===== src/hdl/assert_macros.svh =====
// assertion macros used by the selector rtl
// no dependencies; define ASSERT_OFF to drop every check
`ifndef ASSERT_MACROS_SVH
`define ASSERT_MACROS_SVH

`ifndef ASSERT_OFF
`define ASSERT_CLK(lbl, clk, rstn, prop, msg) \
    lbl: assert property (@(posedge clk) disable iff (!rstn) (prop)) else $error(msg);
`define ASSERT_NEVER(lbl, clk, rstn, expr, msg) \
    lbl: assert property (@(posedge clk) disable iff (!rstn) !(expr)) else $error(msg);
`else
`define ASSERT_CLK(lbl, clk, rstn, prop, msg)
`define ASSERT_NEVER(lbl, clk, rstn, expr, msg)
`endif

`endif


===== src/hdl/usbpd_pkg.sv =====
// types, codes and constants of the source capabilities selector
// no dependencies
package usbpd_pkg;

    localparam int CODE_W  = 10;
    localparam int MA_W    = 14;
    localparam int MV_W    = 16;
    localparam int POWER_W = 19;
    localparam int CNT_W   = 3;
    localparam int SINK_W  = 20;
    localparam int CIDX_W  = 3;
    localparam int CDATA_W = 16;

    typedef enum logic [2:0] {
        PH_IDLE    = 3'b001,
        PH_COUNT   = 3'b010,
        PH_OBJECTS = 3'b100
    } phase_t;

    localparam logic [1:0] ACT_HEADER = 2'd0;
    localparam logic [1:0] ACT_COUNT  = 2'd1;
    localparam logic [1:0] ACT_OBJECT = 2'd2;

    localparam logic [1:0] ST_CHOSEN   = 2'd0;
    localparam logic [1:0] ST_NONE     = 2'd1;
    localparam logic [1:0] ST_MISMATCH = 2'd2;

    localparam logic [CIDX_W-1:0] REG_MIN_CURRENT = 3'd0;
    localparam logic [CIDX_W-1:0] REG_MIN_VOLTAGE = 3'd1;
    localparam logic [CIDX_W-1:0] REG_MAX_VOLTAGE = 3'd2;
    localparam logic [CIDX_W-1:0] REG_REV3_MASK   = 3'd3;

    localparam logic [MA_W-1:0] RST_MIN_CURRENT = 14'd500;
    localparam logic [MV_W-1:0] RST_MIN_VOLTAGE = 16'd5000;
    localparam logic [MV_W-1:0] RST_MAX_VOLTAGE = 16'd20000;

    localparam logic [4:0]      SRC_CAP_TYPE = 5'h01;
    localparam logic [MA_W-1:0] MA_PER_CODE  = 14'd10;
    localparam logic [MV_W-1:0] MV_PER_CODE  = 16'd50;

    typedef struct packed {
        logic [MA_W-1:0] min_current_ma;
        logic [MV_W-1:0] min_voltage_mv;
        logic [MV_W-1:0] max_voltage_mv;
        logic            rev3_type_mask;
    } cfg_t;

    typedef struct packed {
        logic [CODE_W-1:0]  ccode;
        logic [CODE_W-1:0]  vcode;
        logic [MA_W-1:0]    cur_ma;
        logic [MV_W-1:0]    volt_mv;
        logic [POWER_W-1:0] power;
        logic               take;
    } pdo_eval_t;

endpackage


===== src/hdl/usbpd_cfg_regs.sv =====
// configuration registers of the source capabilities selector
// depends on usbpd_pkg
module usbpd_cfg_regs (
    input  logic                           aclk,
    input  logic                           aresetn,
    input  logic                           wr_en,
    input  logic [usbpd_pkg::CIDX_W-1:0]   wr_index,
    input  logic [usbpd_pkg::CDATA_W-1:0]  wr_data,
    output usbpd_pkg::cfg_t                cfg
);

    usbpd_pkg::cfg_t cfg_reg;
    usbpd_pkg::cfg_t cfg_next;

    always_comb begin
        cfg_next = cfg_reg;
        if (wr_en) begin
            unique case (wr_index)
                usbpd_pkg::REG_MIN_CURRENT:
                    cfg_next.min_current_ma = wr_data[usbpd_pkg::MA_W-1:0];
                usbpd_pkg::REG_MIN_VOLTAGE:
                    cfg_next.min_voltage_mv = wr_data;
                usbpd_pkg::REG_MAX_VOLTAGE:
                    cfg_next.max_voltage_mv = wr_data;
                usbpd_pkg::REG_REV3_MASK:
                    cfg_next.rev3_type_mask = wr_data[0];
                default: ;
            endcase
        end
    end

    always_ff @(posedge aclk) begin
        if (!aresetn) begin
            cfg_reg.min_current_ma <= usbpd_pkg::RST_MIN_CURRENT;
            cfg_reg.min_voltage_mv <= usbpd_pkg::RST_MIN_VOLTAGE;
            cfg_reg.max_voltage_mv <= usbpd_pkg::RST_MAX_VOLTAGE;
            cfg_reg.rev3_type_mask <= 1'b0;
        end else begin
            cfg_reg <= cfg_next;
        end
    end

    assign cfg = cfg_reg;

endmodule


===== src/hdl/usbpd_pdo_eval.sv =====
// decode of one source pdo: current, voltage, power and the limit check
// depends on usbpd_pkg
module usbpd_pdo_eval (
    input  logic [31:0]                     pdo_word,
    input  usbpd_pkg::cfg_t                 cfg,
    input  logic [usbpd_pkg::POWER_W-1:0]   best_power,
    output usbpd_pkg::pdo_eval_t            res
);

    logic [usbpd_pkg::CODE_W-1:0]  ccode;
    logic [usbpd_pkg::CODE_W-1:0]  vcode;
    logic [usbpd_pkg::MA_W-1:0]    cur_ma;
    logic [usbpd_pkg::MV_W-1:0]    volt_mv;
    logic [2*usbpd_pkg::CODE_W-1:0] prod;
    logic                          is_fixed;

    assign ccode   = pdo_word[9:0];
    assign vcode   = pdo_word[19:10];
    assign is_fixed = (pdo_word[31:30] == 2'b00);
    assign cur_ma  = {4'b0, ccode} * usbpd_pkg::MA_PER_CODE;
    assign volt_mv = {6'b0, vcode} * usbpd_pkg::MV_PER_CODE;

    // mA * mV / 1000 reduces to ccode * vcode / 2
    assign prod = {10'b0, ccode} * {10'b0, vcode};

    always_comb begin
        res.ccode   = ccode;
        res.vcode   = vcode;
        res.cur_ma  = cur_ma;
        res.volt_mv = volt_mv;
        res.power   = prod[2*usbpd_pkg::CODE_W-1:1];
        res.take    = is_fixed
                   && (cur_ma >= cfg.min_current_ma)
                   && (volt_mv >= cfg.min_voltage_mv)
                   && (volt_mv <= cfg.max_voltage_mv)
                   && (prod[2*usbpd_pkg::CODE_W-1:1] > best_power);
    end

endmodule


===== src/hdl/usb_pd_source_cap_selector.sv =====
// USB PD source capabilities selector. Follows a receive sequence of
// header, byte count and data object transactions, keeps the fixed PDO of
// highest power inside the current and voltage limits (first one wins a
// tie) and emits one result after the last object, or a mismatch status
// when the byte count disagrees with the header. One transaction is taken
// every clock; a transaction is held in the input register, is evaluated
// with a single 10x10 multiply and compare, and any result it gives is
// written into the output register. Input stalls only while the output
// register holds a result that has not been taken.
// depends on usbpd_pkg, usbpd_cfg_regs, usbpd_pdo_eval, assert_macros.svh
`include "assert_macros.svh"

module usb_pd_source_cap_selector (
    input  logic                               aclk,
    input  logic                               aresetn,

    input  logic                               cfg_valid,
    output logic                               cfg_ready,
    input  logic [usbpd_pkg::CIDX_W-1:0]       cfg_index,
    input  logic [usbpd_pkg::CDATA_W-1:0]      cfg_data,

    input  logic                               s_valid,
    output logic                               s_ready,
    input  logic [1:0]                         s_action,
    input  logic [31:0]                        s_data_word,

    output logic                               m_valid,
    input  logic                               m_ready,
    output logic [1:0]                         m_status,
    output logic [usbpd_pkg::SINK_W-1:0]       m_sink_pdo_word,
    output logic [usbpd_pkg::MA_W-1:0]         m_chosen_current_ma,
    output logic [usbpd_pkg::MV_W-1:0]         m_chosen_voltage_mv,
    output logic [usbpd_pkg::POWER_W-1:0]      m_chosen_power_mw
);

    usbpd_pkg::cfg_t      cfg;
    usbpd_pkg::pdo_eval_t ev;

    logic        in_valid_reg;
    logic [1:0]  in_action_reg;
    logic [31:0] in_word_reg;
    logic        proc_fire;

    usbpd_pkg::phase_t                  phase_reg, phase_next;
    logic [usbpd_pkg::CNT_W-1:0]        expected_reg, expected_next;
    logic [usbpd_pkg::CNT_W-1:0]        seen_reg, seen_next;
    logic [usbpd_pkg::CODE_W-1:0]       best_ccode_reg, best_ccode_next;
    logic [usbpd_pkg::CODE_W-1:0]       best_vcode_reg, best_vcode_next;
    logic [usbpd_pkg::MA_W-1:0]         best_ma_reg, best_ma_next;
    logic [usbpd_pkg::MV_W-1:0]         best_mv_reg, best_mv_next;
    logic [usbpd_pkg::POWER_W-1:0]      best_power_reg, best_power_next;
    logic                               found_reg, found_next;

    logic                               emit;
    logic [1:0]                         res_status;
    logic [usbpd_pkg::SINK_W-1:0]       res_sink;
    logic [usbpd_pkg::MA_W-1:0]         res_ma;
    logic [usbpd_pkg::MV_W-1:0]         res_mv;
    logic [usbpd_pkg::POWER_W-1:0]      res_power;

    logic                               m_valid_reg;
    logic [1:0]                         m_status_reg;
    logic [usbpd_pkg::SINK_W-1:0]       m_sink_reg;
    logic [usbpd_pkg::MA_W-1:0]         m_ma_reg;
    logic [usbpd_pkg::MV_W-1:0]         m_mv_reg;
    logic [usbpd_pkg::POWER_W-1:0]      m_power_reg;

    logic [4:0]                         hdr_type;
    logic [usbpd_pkg::CNT_W-1:0]        hdr_count;

    assign cfg_ready = 1'b1;

    usbpd_cfg_regs u_cfg (
        .aclk     (aclk),
        .aresetn  (aresetn),
        .wr_en    (cfg_valid),
        .wr_index (cfg_index),
        .wr_data  (cfg_data),
        .cfg      (cfg)
    );

    usbpd_pdo_eval u_eval (
        .pdo_word   (in_word_reg),
        .cfg        (cfg),
        .best_power (best_power_reg),
        .res        (ev)
    );

    assign proc_fire = in_valid_reg && (!m_valid_reg || m_ready);
    assign s_ready   = !in_valid_reg || proc_fire;

    // input register
    always_ff @(posedge aclk) begin
        if (!aresetn) begin
            in_valid_reg <= 1'b0;
        end else if (s_ready) begin
            in_valid_reg <= s_valid;
        end
    end

    always_ff @(posedge aclk) begin
        if (s_valid && s_ready) begin
            in_action_reg <= s_action;
            in_word_reg   <= s_data_word;
        end
    end

    assign hdr_type  = cfg.rev3_type_mask ? in_word_reg[4:0] : {1'b0, in_word_reg[3:0]};
    assign hdr_count = in_word_reg[14:12];

    always_comb begin
        phase_next      = phase_reg;
        expected_next   = expected_reg;
        seen_next       = seen_reg;
        best_ccode_next = best_ccode_reg;
        best_vcode_next = best_vcode_reg;
        best_ma_next    = best_ma_reg;
        best_mv_next    = best_mv_reg;
        best_power_next = best_power_reg;
        found_next      = found_reg;
        emit            = 1'b0;
        res_status      = usbpd_pkg::ST_CHOSEN;
        res_sink        = '0;
        res_ma          = '0;
        res_mv          = '0;
        res_power       = '0;

        unique case (in_action_reg)
            usbpd_pkg::ACT_HEADER: begin
                if (phase_reg == usbpd_pkg::PH_IDLE && hdr_count != '0
                        && hdr_type == usbpd_pkg::SRC_CAP_TYPE) begin
                    expected_next = hdr_count;
                    phase_next    = usbpd_pkg::PH_COUNT;
                end
            end
            usbpd_pkg::ACT_COUNT: begin
                if (phase_reg == usbpd_pkg::PH_COUNT) begin
                    if (in_word_reg[7:0] != {3'b000, expected_reg, 2'b00}) begin
                        phase_next = usbpd_pkg::PH_IDLE;
                        emit       = 1'b1;
                        res_status = usbpd_pkg::ST_MISMATCH;
                    end else begin
                        phase_next      = usbpd_pkg::PH_OBJECTS;
                        seen_next       = '0;
                        best_ccode_next = '0;
                        best_vcode_next = '0;
                        best_ma_next    = '0;
                        best_mv_next    = '0;
                        best_power_next = '0;
                        found_next      = 1'b0;
                    end
                end
            end
            usbpd_pkg::ACT_OBJECT: begin
                if (phase_reg == usbpd_pkg::PH_OBJECTS) begin
                    if (ev.take) begin
                        best_ccode_next = ev.ccode;
                        best_vcode_next = ev.vcode;
                        best_ma_next    = ev.cur_ma;
                        best_mv_next    = ev.volt_mv;
                        best_power_next = ev.power;
                        found_next      = 1'b1;
                    end
                    seen_next = seen_reg + 3'd1;
                    if (seen_next == expected_reg) begin
                        phase_next = usbpd_pkg::PH_IDLE;
                        emit       = 1'b1;
                        if (found_next) begin
                            res_status = usbpd_pkg::ST_CHOSEN;
                            res_sink   = {best_vcode_next, best_ccode_next};
                            res_ma     = best_ma_next;
                            res_mv     = best_mv_next;
                            res_power  = best_power_next;
                        end else begin
                            res_status = usbpd_pkg::ST_NONE;
                        end
                    end
                end
            end
            default: ;
        endcase
    end

    always_ff @(posedge aclk) begin
        if (!aresetn) begin
            phase_reg      <= usbpd_pkg::PH_IDLE;
            expected_reg   <= '0;
            seen_reg       <= '0;
            best_ccode_reg <= '0;
            best_vcode_reg <= '0;
            best_ma_reg    <= '0;
            best_mv_reg    <= '0;
            best_power_reg <= '0;
            found_reg      <= 1'b0;
        end else if (proc_fire) begin
            phase_reg      <= phase_next;
            expected_reg   <= expected_next;
            seen_reg       <= seen_next;
            best_ccode_reg <= best_ccode_next;
            best_vcode_reg <= best_vcode_next;
            best_ma_reg    <= best_ma_next;
            best_mv_reg    <= best_mv_next;
            best_power_reg <= best_power_next;
            found_reg      <= found_next;
        end
    end

    // output register
    always_ff @(posedge aclk) begin
        if (!aresetn) begin
            m_valid_reg <= 1'b0;
        end else if (proc_fire && emit) begin
            m_valid_reg <= 1'b1;
        end else if (m_ready) begin
            m_valid_reg <= 1'b0;
        end
    end

    always_ff @(posedge aclk) begin
        if (proc_fire && emit) begin
            m_status_reg <= res_status;
            m_sink_reg   <= res_sink;
            m_ma_reg     <= res_ma;
            m_mv_reg     <= res_mv;
            m_power_reg  <= res_power;
        end
    end

    assign m_valid             = m_valid_reg;
    assign m_status            = m_status_reg;
    assign m_sink_pdo_word     = m_sink_reg;
    assign m_chosen_current_ma = m_ma_reg;
    assign m_chosen_voltage_mv = m_mv_reg;
    assign m_chosen_power_mw   = m_power_reg;

    `ASSERT_CLK(a_fail_fields_zero, aclk, aresetn,
        m_valid && m_status != usbpd_pkg::ST_CHOSEN |-> m_sink_pdo_word == '0 && m_chosen_power_mw == '0,
        "failure status with nonzero payload")
    `ASSERT_CLK(a_chosen_has_power, aclk, aresetn,
        m_valid && m_status == usbpd_pkg::ST_CHOSEN |-> m_chosen_power_mw != '0,
        "chosen pdo with zero power")
    `ASSERT_CLK(a_seen_below_expected, aclk, aresetn,
        phase_reg == usbpd_pkg::PH_OBJECTS |-> seen_reg < expected_reg,
        "object count ran past header count")
    `ASSERT_CLK(a_found_power, aclk, aresetn,
        found_reg == (best_power_reg != '0),
        "found flag disagrees with best power")
    `ASSERT_CLK(a_result_from_input, aclk, aresetn,
        m_valid && !$past(m_valid) |-> $past(in_valid_reg),
        "result appeared without a transaction in the input register")

endmodule


===== config.mk =====
export PLATFORM = sky130hd
export DESIGN_NAME = usb_pd_source_cap_selector
export DESIGN_NICKNAME = d
export VERILOG_FILES = /design/src/hdl/usbpd_pkg.sv /design/src/hdl/usbpd_cfg_regs.sv /design/src/hdl/usbpd_pdo_eval.sv /design/src/hdl/usb_pd_source_cap_selector.sv
export VERILOG_INCLUDE_DIRS = /design/src /design/src/hdl
export SDC_FILE = /design/constraint.sdc
export NUM_CORES = 1
export LEC_CHECK = 0
export CAP_MARGIN = 20
export CELL_PAD_IN_SITES_DETAIL_PLACEMENT = 0
export CELL_PAD_IN_SITES_GLOBAL_PLACEMENT = 1
export CORE_MARGIN = 2
export CORE_UTILIZATION = 57
export CTS_BUF_LIST = sky130_fd_sc_hd__clkbuf_8
export CTS_CLUSTER_SIZE = 20
export DETAILED_ROUTE_END_ITERATION = 7
export DONT_BUFFER_PORTS = 1
export PLACE_DENSITY_LB_ADDON = 0.1
export SLEW_MARGIN = 0
export SYNTH_ARGS = -nofsm -noshare
export SYNTH_HDL_FRONTEND = slang
export SYNTH_SLANG_ARGS = --single-unit

===== constraint.sdc =====
create_clock -name aclk -period 15.2 [get_ports aclk]
set_input_delay 1.52 -clock aclk [delete_from_list [all_inputs] [get_ports aclk]]
set_output_delay 1.52 -clock aclk [all_outputs]
set_load 0.01 [all_outputs]

==> results of run 1 <==
-- critical path, delay by kind of cell, from the launching register on --
| family | cells | cell delay, ps |
|---|---|---|
| fa+ha+maj | 7 | 3280 |
| simple gates | 8 | 1900 |
| compound gates | 6 | 1800 |
| buf+inv | 7 | 1450 |
| flops | 1 | 880 |
| mux | 1 | 380 |
-- worst paths after layout --
kind	from	end	slack, ps	cells after the start
worst max-delay path	in_word_reg[12]$_DFFE_PP_	m_chosen_power_mw[15]$_SDFFCE_PN0P_	5310	29
worst min-delay path	best_mv_reg[0]$_SDFFE_PN0P_	best_mv_reg[0]$_SDFFE_PN0P_	460	1
worst max register to register	in_word_reg[12]$_DFFE_PP_	m_chosen_power_mw[15]$_SDFFCE_PN0P_	5310	29
worst min register to register	best_mv_reg[0]$_SDFFE_PN0P_	best_mv_reg[0]$_SDFFE_PN0P_	460	1
-- power breakdown --
group / total, mW / internal [mW] / switching [mW]
combinational: 1.54 / 0.615 / 0.920
clock: 0.534 / 0.274 / 0.260
sequential: 0.655 / 0.631 / 0.0242
-- area by class of cell --
cell class	instances	share of cell area, %
sequential	223	34.3
clock inverter	28	0.894
inverter	173	4.11
timing repair buffer	14	0.689
tap	335	2.65
antenna	2	0.0317
clock buffer	45	3.92
multi-input combinational	1023	53.5
-- routing by layer --
| layer | global-route usage [%] | part of all wire [%] |
|---|---|---|
| met4 | 6.47 | 1.9 |
| met2 | 41.3 | 45 |
| met1 | 37.5 | 47 |
| met3 | 3.73 | 5.4 |
| met5 | 0 | 0 |
-- stage by stage --
stage | util [%] | instances
finish | 61.2 | 1843
global route | 61.2 | 1843
CTS | 61.1 | 1840
detailed placement | 58.2 | 1767
global placement | 58.2 | 1767
floorplan | - | 1490
-- kinds of logic (layout without fill, tap and decap cells) --
| logic type | after synthesis | in the layout | synth area share, % |
|---|---|---|---|
| and+or+nand+nor | 414 | 414 | 13.5 |
| AOI/OAI and AO/OA | 273 | 273 | 13.2 |
| buffers and inverters | 244 | 260 | 7.14 |
| adders and majority gates | 240 | 240 | 23.6 |
| DFF | 223 | 223 | 36.4 |
| muxes | 61 | 61 | 4.12 |
| xor gates and xnor gates | 34 | 34 | 2.00 |
| other | 1 | 3 | 0.0252 |
-- synthesized netlist by cell type, types with 30 or more instances --
library cell	instances
inv_1	173
ha_1	172
nand2_1	152
dfxtp_1	128
edfxtp_1	95
nor2_1	86
and2_1	77
fa_1	68
a22o_1	64
mux2i_1	59
a21oi_1	44
clkbuf_1	37
a21boi_0	34
o21ai_0	30
-- cell usage in the layout (no fill, tap or decap), types with 34 or more instances in the layout --
cell type  instances
mux2i_1           59
a21oi_1           44
inv_1            187
a22o_1            64
ha_1             172
clkbuf_8          45
edfxtp_1          95
nor2_1            84
and2_1            77
dfxtp_1          128
a21boi_0          34
fa_1              68
nand2_1          152
==> results.cfg, run 1 <==
[pwr]
p_per_area_nw_per_um2 = 172
ir_drop_mv = 0.153
power_mw = 2.72
leakagePower_nw = 6.30

[clock_tree]
h-tree-depth = 2
cts_sinks = 223
postCtsHoldBufs = 0
postCtsSetupBuffers = 0
clk_latency_ps = 560
cts_root_buf = clkbuf_8
numCtsBuffers = 40
post_cts_resized = 0
path_clk_slew_ps = 60
tritoncts = built
cts_max_path_buffers = 3

[route]
dr.first_iter.drc_count = 783
detail-route-antenna-nets = 0
dr_total_vias = 10700
drc = 0
viasPerCell = 5.78
wl_per_cell_um = 19.0
drt-total-wl_um = 35000
drt_first_pass_iters = 5

[run]
drv_cap = 0

[setup_path]
worstPathRequired_ps = 15570
crit_path_top_delay_cell = edfxtp_1
cp_max_fo = 38
cp.arrival_ps = 10260
max_stage_delay_ps = 880
critPathLaunchType = flop
path_class = reg2reg
cp-end-kind = flop

[global_routing]
antenna_found_initial = 2
grt_pass1_wl_um = 57400
overflow = 0
grt_usage_pct = 26.0
grt_max_degree = 66
grt_pass1_vias = 10600

[yosys]
synth_nets = 1788
synth_edf_count = 95
synth_area_leader_cell = edfxtp_1
synth.yosys.seq_area_share_pct = 36.4
synth.area.top_cells = edfxtp_1 19%, dfxtp_1 17%, ha_1 14%, fa_1 9.1%, inv_1 4.4%
synthFlopType = dfxtp_1
synth_warnings = 0
syn_inst = 1490
avgSynthCellArea_um2 = 9.99
synth.distinct_cells = 70
syn_area_um2 = 14900
async_reset_ff_share_pct = 0
synth_top_area_share_pct = 19.2
synth_seq_cells = 223

[place]
placed_area_um2 = 15000
gp_congestion = 0.851
place_ws_ps = 5340
port_buffers = 0
dp_hpwl_um = 24200

[final_layout]
fin_nets = 1773
multi_input_area_um2 = 8450
num-fill-cells = 2257
final_area_um2 = 15800
largest_reg_flops = 47
layout-drive-gt1-share_pct = 6.04
register_area_um2 = 5420
syn_to_final_growth_pct = 6.16

[timing]
fin_ws_ps = 5310
finalCritPeriodShare_pct = 65.1
worst_pin_slew_ps = 962
fin_tns_setup_ps = 0
max_slew_margin_pct = 35.8
final_max_slew_viol_count = 0
fin_crit_ps = 9890
hold_viol_final = 0
fin_hold_ws_ps = 459
max_freq_mhz = 101
skew_ps = 26.9
finalSetupViolCount = 0
grt_setup_unrepaired = no

[hold_path]
min_path_type = reg2reg

[floorplanning]
die_w_um = 166
io_pins = 132
rows = 59
die_h_um = 166
die-area_um2 = 27400
start_util_pct = 57.6
coreArea_um2 = 25800

[outcome]
status = complete, no violations
No activity file was read; power rests on OpenSTA's default activity.
==> run 2, diff against run 1 <==
Settings changed: CORE_UTILIZATION 57 to 52.
Clock period 15.2 ns to 9.5 ns, I/O delays scaled along.
==> results.cfg, run 2 (synthesis results as in run 1) <==
[final_layout]
layout-drive-gt1-share_pct = 6.63
layout_common_cells = 188 x inv_1, 172 x ha_1, 152 x nand2_1
layout_commonest_cell = inv_1
fin_nets = 1789
fin_util_pct = 57.3
final_area_um2 = 16000
largest_reg_flops = 47
stdcell_count = 1904
syn_to_final_growth_pct = 7.69
num-fill-cells = 2542

[timing]
finalSetupViolCount = 0
final_max_slew_viol_count = 0
finalCritPeriodShare_pct = 89.8
hold_viol_final = 0
max_slew_margin_pct = 35.8
grt_setup_unrepaired = no
worst_pin_slew_ps = 961
fin_ws_ps = 971
fin_crit_ps = 8530
fin_tns_setup_ps = 0
fin_hold_ws_ps = 453
skew_ps = 43.5
max_freq_mhz = 117

[route]
met2_length_um = 15200
drt_first_pass_iters = 5
dr_total_vias = 10500
drt-total-wl_um = 34800
wl_met1_um = 17100
dr.first_iter.drc_count = 697
detail-route-antenna-nets = 0
viasPerCell = 5.53
wl_per_cell_um = 18.3
wl_met3_um = 1910
highest_layer = met4
drc = 0

[setup_path]
max_stage_delay_ps = 780
cp-end-kind = flop
r2r-start = in_word_reg[3]$_DFFE_PP_
cp_max_fo = 36
cp.buffers_inverters = 7
crit_path_top_delay_cell = nor2_4
worstSetupStartpoint = in_word_reg[3]$_DFFE_PP_
cp.arrival_ps = 9000
path_class = reg2reg
critPathLaunchType = flop
crit_family = adder cells
worstPathRequired_ps = 9970

[global_routing]
grt_usage_pct = 23.7
overflow = 0
antenna_found_initial = 2
grt_pass1_wl_um = 56800
grt_pass1_vias = 10400
grt_max_degree = 65

[pwr]
p_per_area_nw_per_um2 = 273
power_mw = 4.38
ir_drop_mv = 0.287
clkPwrFrac_pct = 19.3
p_seq_share_pct = 23.8
p_comb_share_pct = 56.9
power.internal_mw = 2.45
leakagePower_nw = 6.40
swShare_pct = 44.0
p_sw_mw = 1.93

[clock_tree]
tritoncts = built
path_clk_slew_ps = 60
numCtsBuffers = 40
h-tree-depth = 2
cts_root_buf = clkbuf_8
cts_max_path_buffers = 3
clk_latency_ps = 560
postCtsSetupBuffers = 0
postCtsHoldBufs = 0
post_cts_resized = 0
cts_sinks = 223

[floorplanning]
rows = 61
start_util_pct = 53.2
die_w_um = 173
coreArea_um2 = 28000
die-area_um2 = 30000
die_h_um = 173
io_pins = 132

[hold_path]
hold_path_startpoint = best_ma_reg[0]$_SDFFE_PN0P_
min_path_type = reg2reg

[place]
placed_area_um2 = 15300
gp_congestion = 0.853
dp_hpwl_um = 25400
place_ws_ps = 1050
port_buffers = 0
placedCellCount = 1826

[run]
drv_cap = 0

[outcome]
status = complete, no violations
[run 2: cell types whose count changed in the layout (fill, tap and decap cells not counted), moves of 2 or more]
cell and change:
clkinvlp_4 -4, buf_12 +5, clkbuf_8 -2, clkinv_1 +5, buf_4 +11
[run 2: path summary, 6_finish.rpt]
| kind | end | slack (ps) | cells past startpoint |
|---|---|---|---|
| max | best_mv_reg[10]$_SDFFE_PN0P_ | 970 | 29 |
| min | best_ma_reg[0]$_SDFFE_PN0P_ | 450 | 1 |
| max reg2reg | best_mv_reg[10]$_SDFFE_PN0P_ | 970 | 29 |
| min reg2reg | best_ma_reg[0]$_SDFFE_PN0P_ | 450 | 1 |
[run 2: metal layers]
| metal | vias up | track usage (%) |
|---|---|---|
| met2 | 270 | 36.8 |
| met5 | - | 0 |
| met1 | 5053 | 34.8 |
| met3 | 46 | 3.95 |
| li1 | 5154 | - |
| met4 | 0 | 5.23 |
[run 2: cell type report]
type | count | area [µm²] | area share [%]
antenna | 3 | 7.51 | 0.0468
clock buffer | 43 | 592 | 3.69
clock inverter | 31 | 160 | 0.999
inverter | 173 | 649 | 4.05
multi-input combinational | 1023 | 8450 | 52.7
sequential | 223 | 5420 | 33.8
tap | 378 | 473 | 2.95
timing repair buffer | 30 | 292 | 1.82
[run 2: power groups by stage]
stage / Combinational, mW / Clock, mW / Sequential (mW)
after detailed placement: 2.46 / 0 / 1.06
final: 2.49 / 0.845 / 1.04
after global routing: 2.86 / 0.914 / 1.04
after global placement: 2.44 / 0 / 1.06
after CTS: 2.49 / 0.870 / 1.04
after floorplan: 1.87 / 0 / 1.04
==> run 3, diff against run 2 <==
Settings changed: ABC_AREA set to 1, CORE_UTILIZATION 52 to 50.
==> results.cfg, run 3 <==
[outcome]
status = complete, no violations

[yosys]
synth_nets = 2339
async_reset_ff_share_pct = 0
yosys.cell_count.top_type = nand2_1
syn_inst = 2041
avgSynthCellArea_um2 = 7.67
synth.yosys.seq_area_share_pct = 34.6
synth_edf_count = 95
synth_seq_cells = 223
synthFlopType = dfxtp_1
syn_area_um2 = 15700
synth.area.top_cells = edfxtp_1 18%, dfxtp_1 16%, ha_1 14%, nand2_1 14%, inv_1 9.8%
synth_area_leader_cell = edfxtp_1
synth_top_area_share_pct = 18.2
synth_warnings = 0
synthTopCellsByCount = 573 x nand2_1, 407 x inv_1, 172 x ha_1, 164 x a21oi_1, 128 x dfxtp_1
synth.distinct_cells = 33

[timing]
grt_setup_unrepaired = no
hold_viol_final = 0
max_slew_margin_pct = 27.8
final_max_slew_viol_count = 0
worst_pin_slew_ps = 1080
finalSetupViolCount = 0
fin_crit_ps = 8000
finalCritPeriodShare_pct = 84.3
fin_tns_setup_ps = 0
max_freq_mhz = 125
skew_ps = 27.3

[setup_path]
crit_family = adder cells
cp-endpoint = m_sink_pdo_word[18]$_SDFFCE_PN0P_
worstSetupStartpoint = in_word_reg[5]$_DFFE_PP_
r2r-end = m_sink_pdo_word[18]$_SDFFCE_PN0P_
cp_max_fo = 57
cp.depth = 31
worstPathRequired_ps = 9750
r2r-start = in_word_reg[5]$_DFFE_PP_
max_stage_delay_ps = 800
path_class = reg2reg
cp.buffers_inverters = 8
path_common_cell = inv_1
critPathLaunchType = flop
reg2reg_depth = 31
cp.arrival_ps = 8260
r2r_slack_ps = 1500
crit_path_top_delay_cell = edfxtp_1
cp-end-kind = flop

[clock_tree]
cts_max_path_buffers = 3
cts_sinks = 223
path_clk_slew_ps = 60
postCtsSetupBuffers = 0
h-tree-depth = 2
numCtsBuffers = 40
clk_latency_ps = 560
post_cts_resized = 0
postCtsHoldBufs = 0
tritoncts = built
cts_root_buf = clkbuf_8

[floorplanning]
die_h_um = 181
die-area_um2 = 32800
coreArea_um2 = 30700
die_w_um = 181
rows = 64
start_util_pct = 50.9
io_pins = 132

[final_layout]
fin_nets = 2312
syn_to_final_growth_pct = 6.65
layout_commonest_cell = nand2_1
layout_common_cells = 572 x nand2_1, 411 x inv_1, 172 x ha_1
n_antenna_cell = 0
largest_reg_flops = 47
layout-drive-gt1-share_pct = 3.92

[run]
drv_cap = 0

[pwr]
power_mw = 4.69
p_per_area_nw_per_um2 = 281
ir_drop_mv = 0.169
leakagePower_nw = 8.45

[route]
drt_first_pass_iters = 5
viasPerCell = 5.10
wl_per_cell_um = 15.8
drc = 0
detail-route-antenna-nets = 0
dr_total_vias = 12400
dr.first_iter.drc_count = 787
drt-total-wl_um = 38500

[global_routing]
grt_pass1_wl_um = 63000
grt_max_degree = 72
overflow = 0
antenna_found_initial = 0
grt_pass1_vias = 12000
grt_usage_pct = 24.1

[place]
port_buffers = 0
gp_congestion = 0.857
dp_hpwl_um = 28200

[hold_path]
min_path_type = reg2reg
==> run 3: cell type report <==
| class | instances | area (µm²) |
|---|---|---|
| Clock buffer | 42 | 578 |
| Clock inverter | 28 | 220 |
| Fill cell | 3034 | 14000 |
| Inverter | 411 | 1540 |
| Multi-Input combinational cell | 1330 | 8380 |
| Sequential cell | 223 | 5420 |
| Tap cell | 396 | 495 |
| Timing Repair Buffer | 8 | 72.6 |
==> run 3: logic make-up (layout without fill, tap and decap cells) <==
family	count (synthesis)	after routing	share of synthesized area [%]
AND/OR/NAND/NOR	801	801	20.4
buffers and inverters	488	489	12.0
AO/OA/AOI/OAI	254	254	8.69
adder cells (fa/ha/maj)	240	240	22.4
flip-flops	223	223	34.6
XOR/XNOR	34	34	1.90
other	1	1	0.0239
==> run 3: how the worst min path moves through the flow <==
| stage | start | cells after the start | slack (ps) | end |
|---|---|---|---|---|
| after floorplan | best_ma_reg[0]$_SDFFE_PN0P_ | 2 | 420 | best_ma_reg[0]$_SDFFE_PN0P_ |
| after global placement | best_mv_reg[0]$_SDFFE_PN0P_ | 2 | 430 | best_mv_reg[0]$_SDFFE_PN0P_ |
| after detailed placement | best_mv_reg[0]$_SDFFE_PN0P_ | 2 | 430 | best_mv_reg[0]$_SDFFE_PN0P_ |
| after CTS | best_mv_reg[0]$_SDFFE_PN0P_ | 2 | 440 | best_mv_reg[0]$_SDFFE_PN0P_ |
| after global routing | s_action[0] | 0 | 460 | in_action_reg[0]$_DFFE_PP_ |
| final | best_ma_reg[0]$_SDFFE_PN0P_ | 2 | 440 | best_ma_reg[0]$_SDFFE_PN0P_ |
==> run 3: tightest hold or removal path, cell delays in order (launching register included) <==
cell	delay, ps
dfxtp_1	310
nand2_1	50
nor2_1	40
==> run 3: per-stage QoR <==
step | utilization [%] | std cells | setup slack (ps) | hold WS [ps] | area, µm²
after floorplan | - | 2041 | 3160 | 416 | 15700
final | 54.3 | 2438 | 1500 | 443 | 16700
after detailed placement | 51.7 | 2368 | 1440 | 433 | 15900
after global placement | 51.7 | 2368 | 1500 | 428 | 15900
after CTS | 54.3 | 2438 | 1430 | 441 | 16700
after global routing | 54.3 | 2438 | 896 | 457 | 16700
==> run 3: metal layers <==
metal  GRT usage (%)  share of wire [%]  wire [µm]  vias up
met4            5.95                2.2        857        0
met2            38.4                 43      16600      300
met3            3.85                5.5       2120       61
met5               0                  0          0        -
li1                -                  -          -     6313
met1            34.2                 49      18900     5770
==> run 3: power breakdown <==
group | total, mW | internal [mW] | leakage [nW] | switching, mW
Combinational | 2.72 | 0.956 | 5.93 | 1.76
Clock | 0.920 | 0.497 | 0.437 | 0.423
Sequential | 1.06 | 1.01 | 2.08 | 0.0441
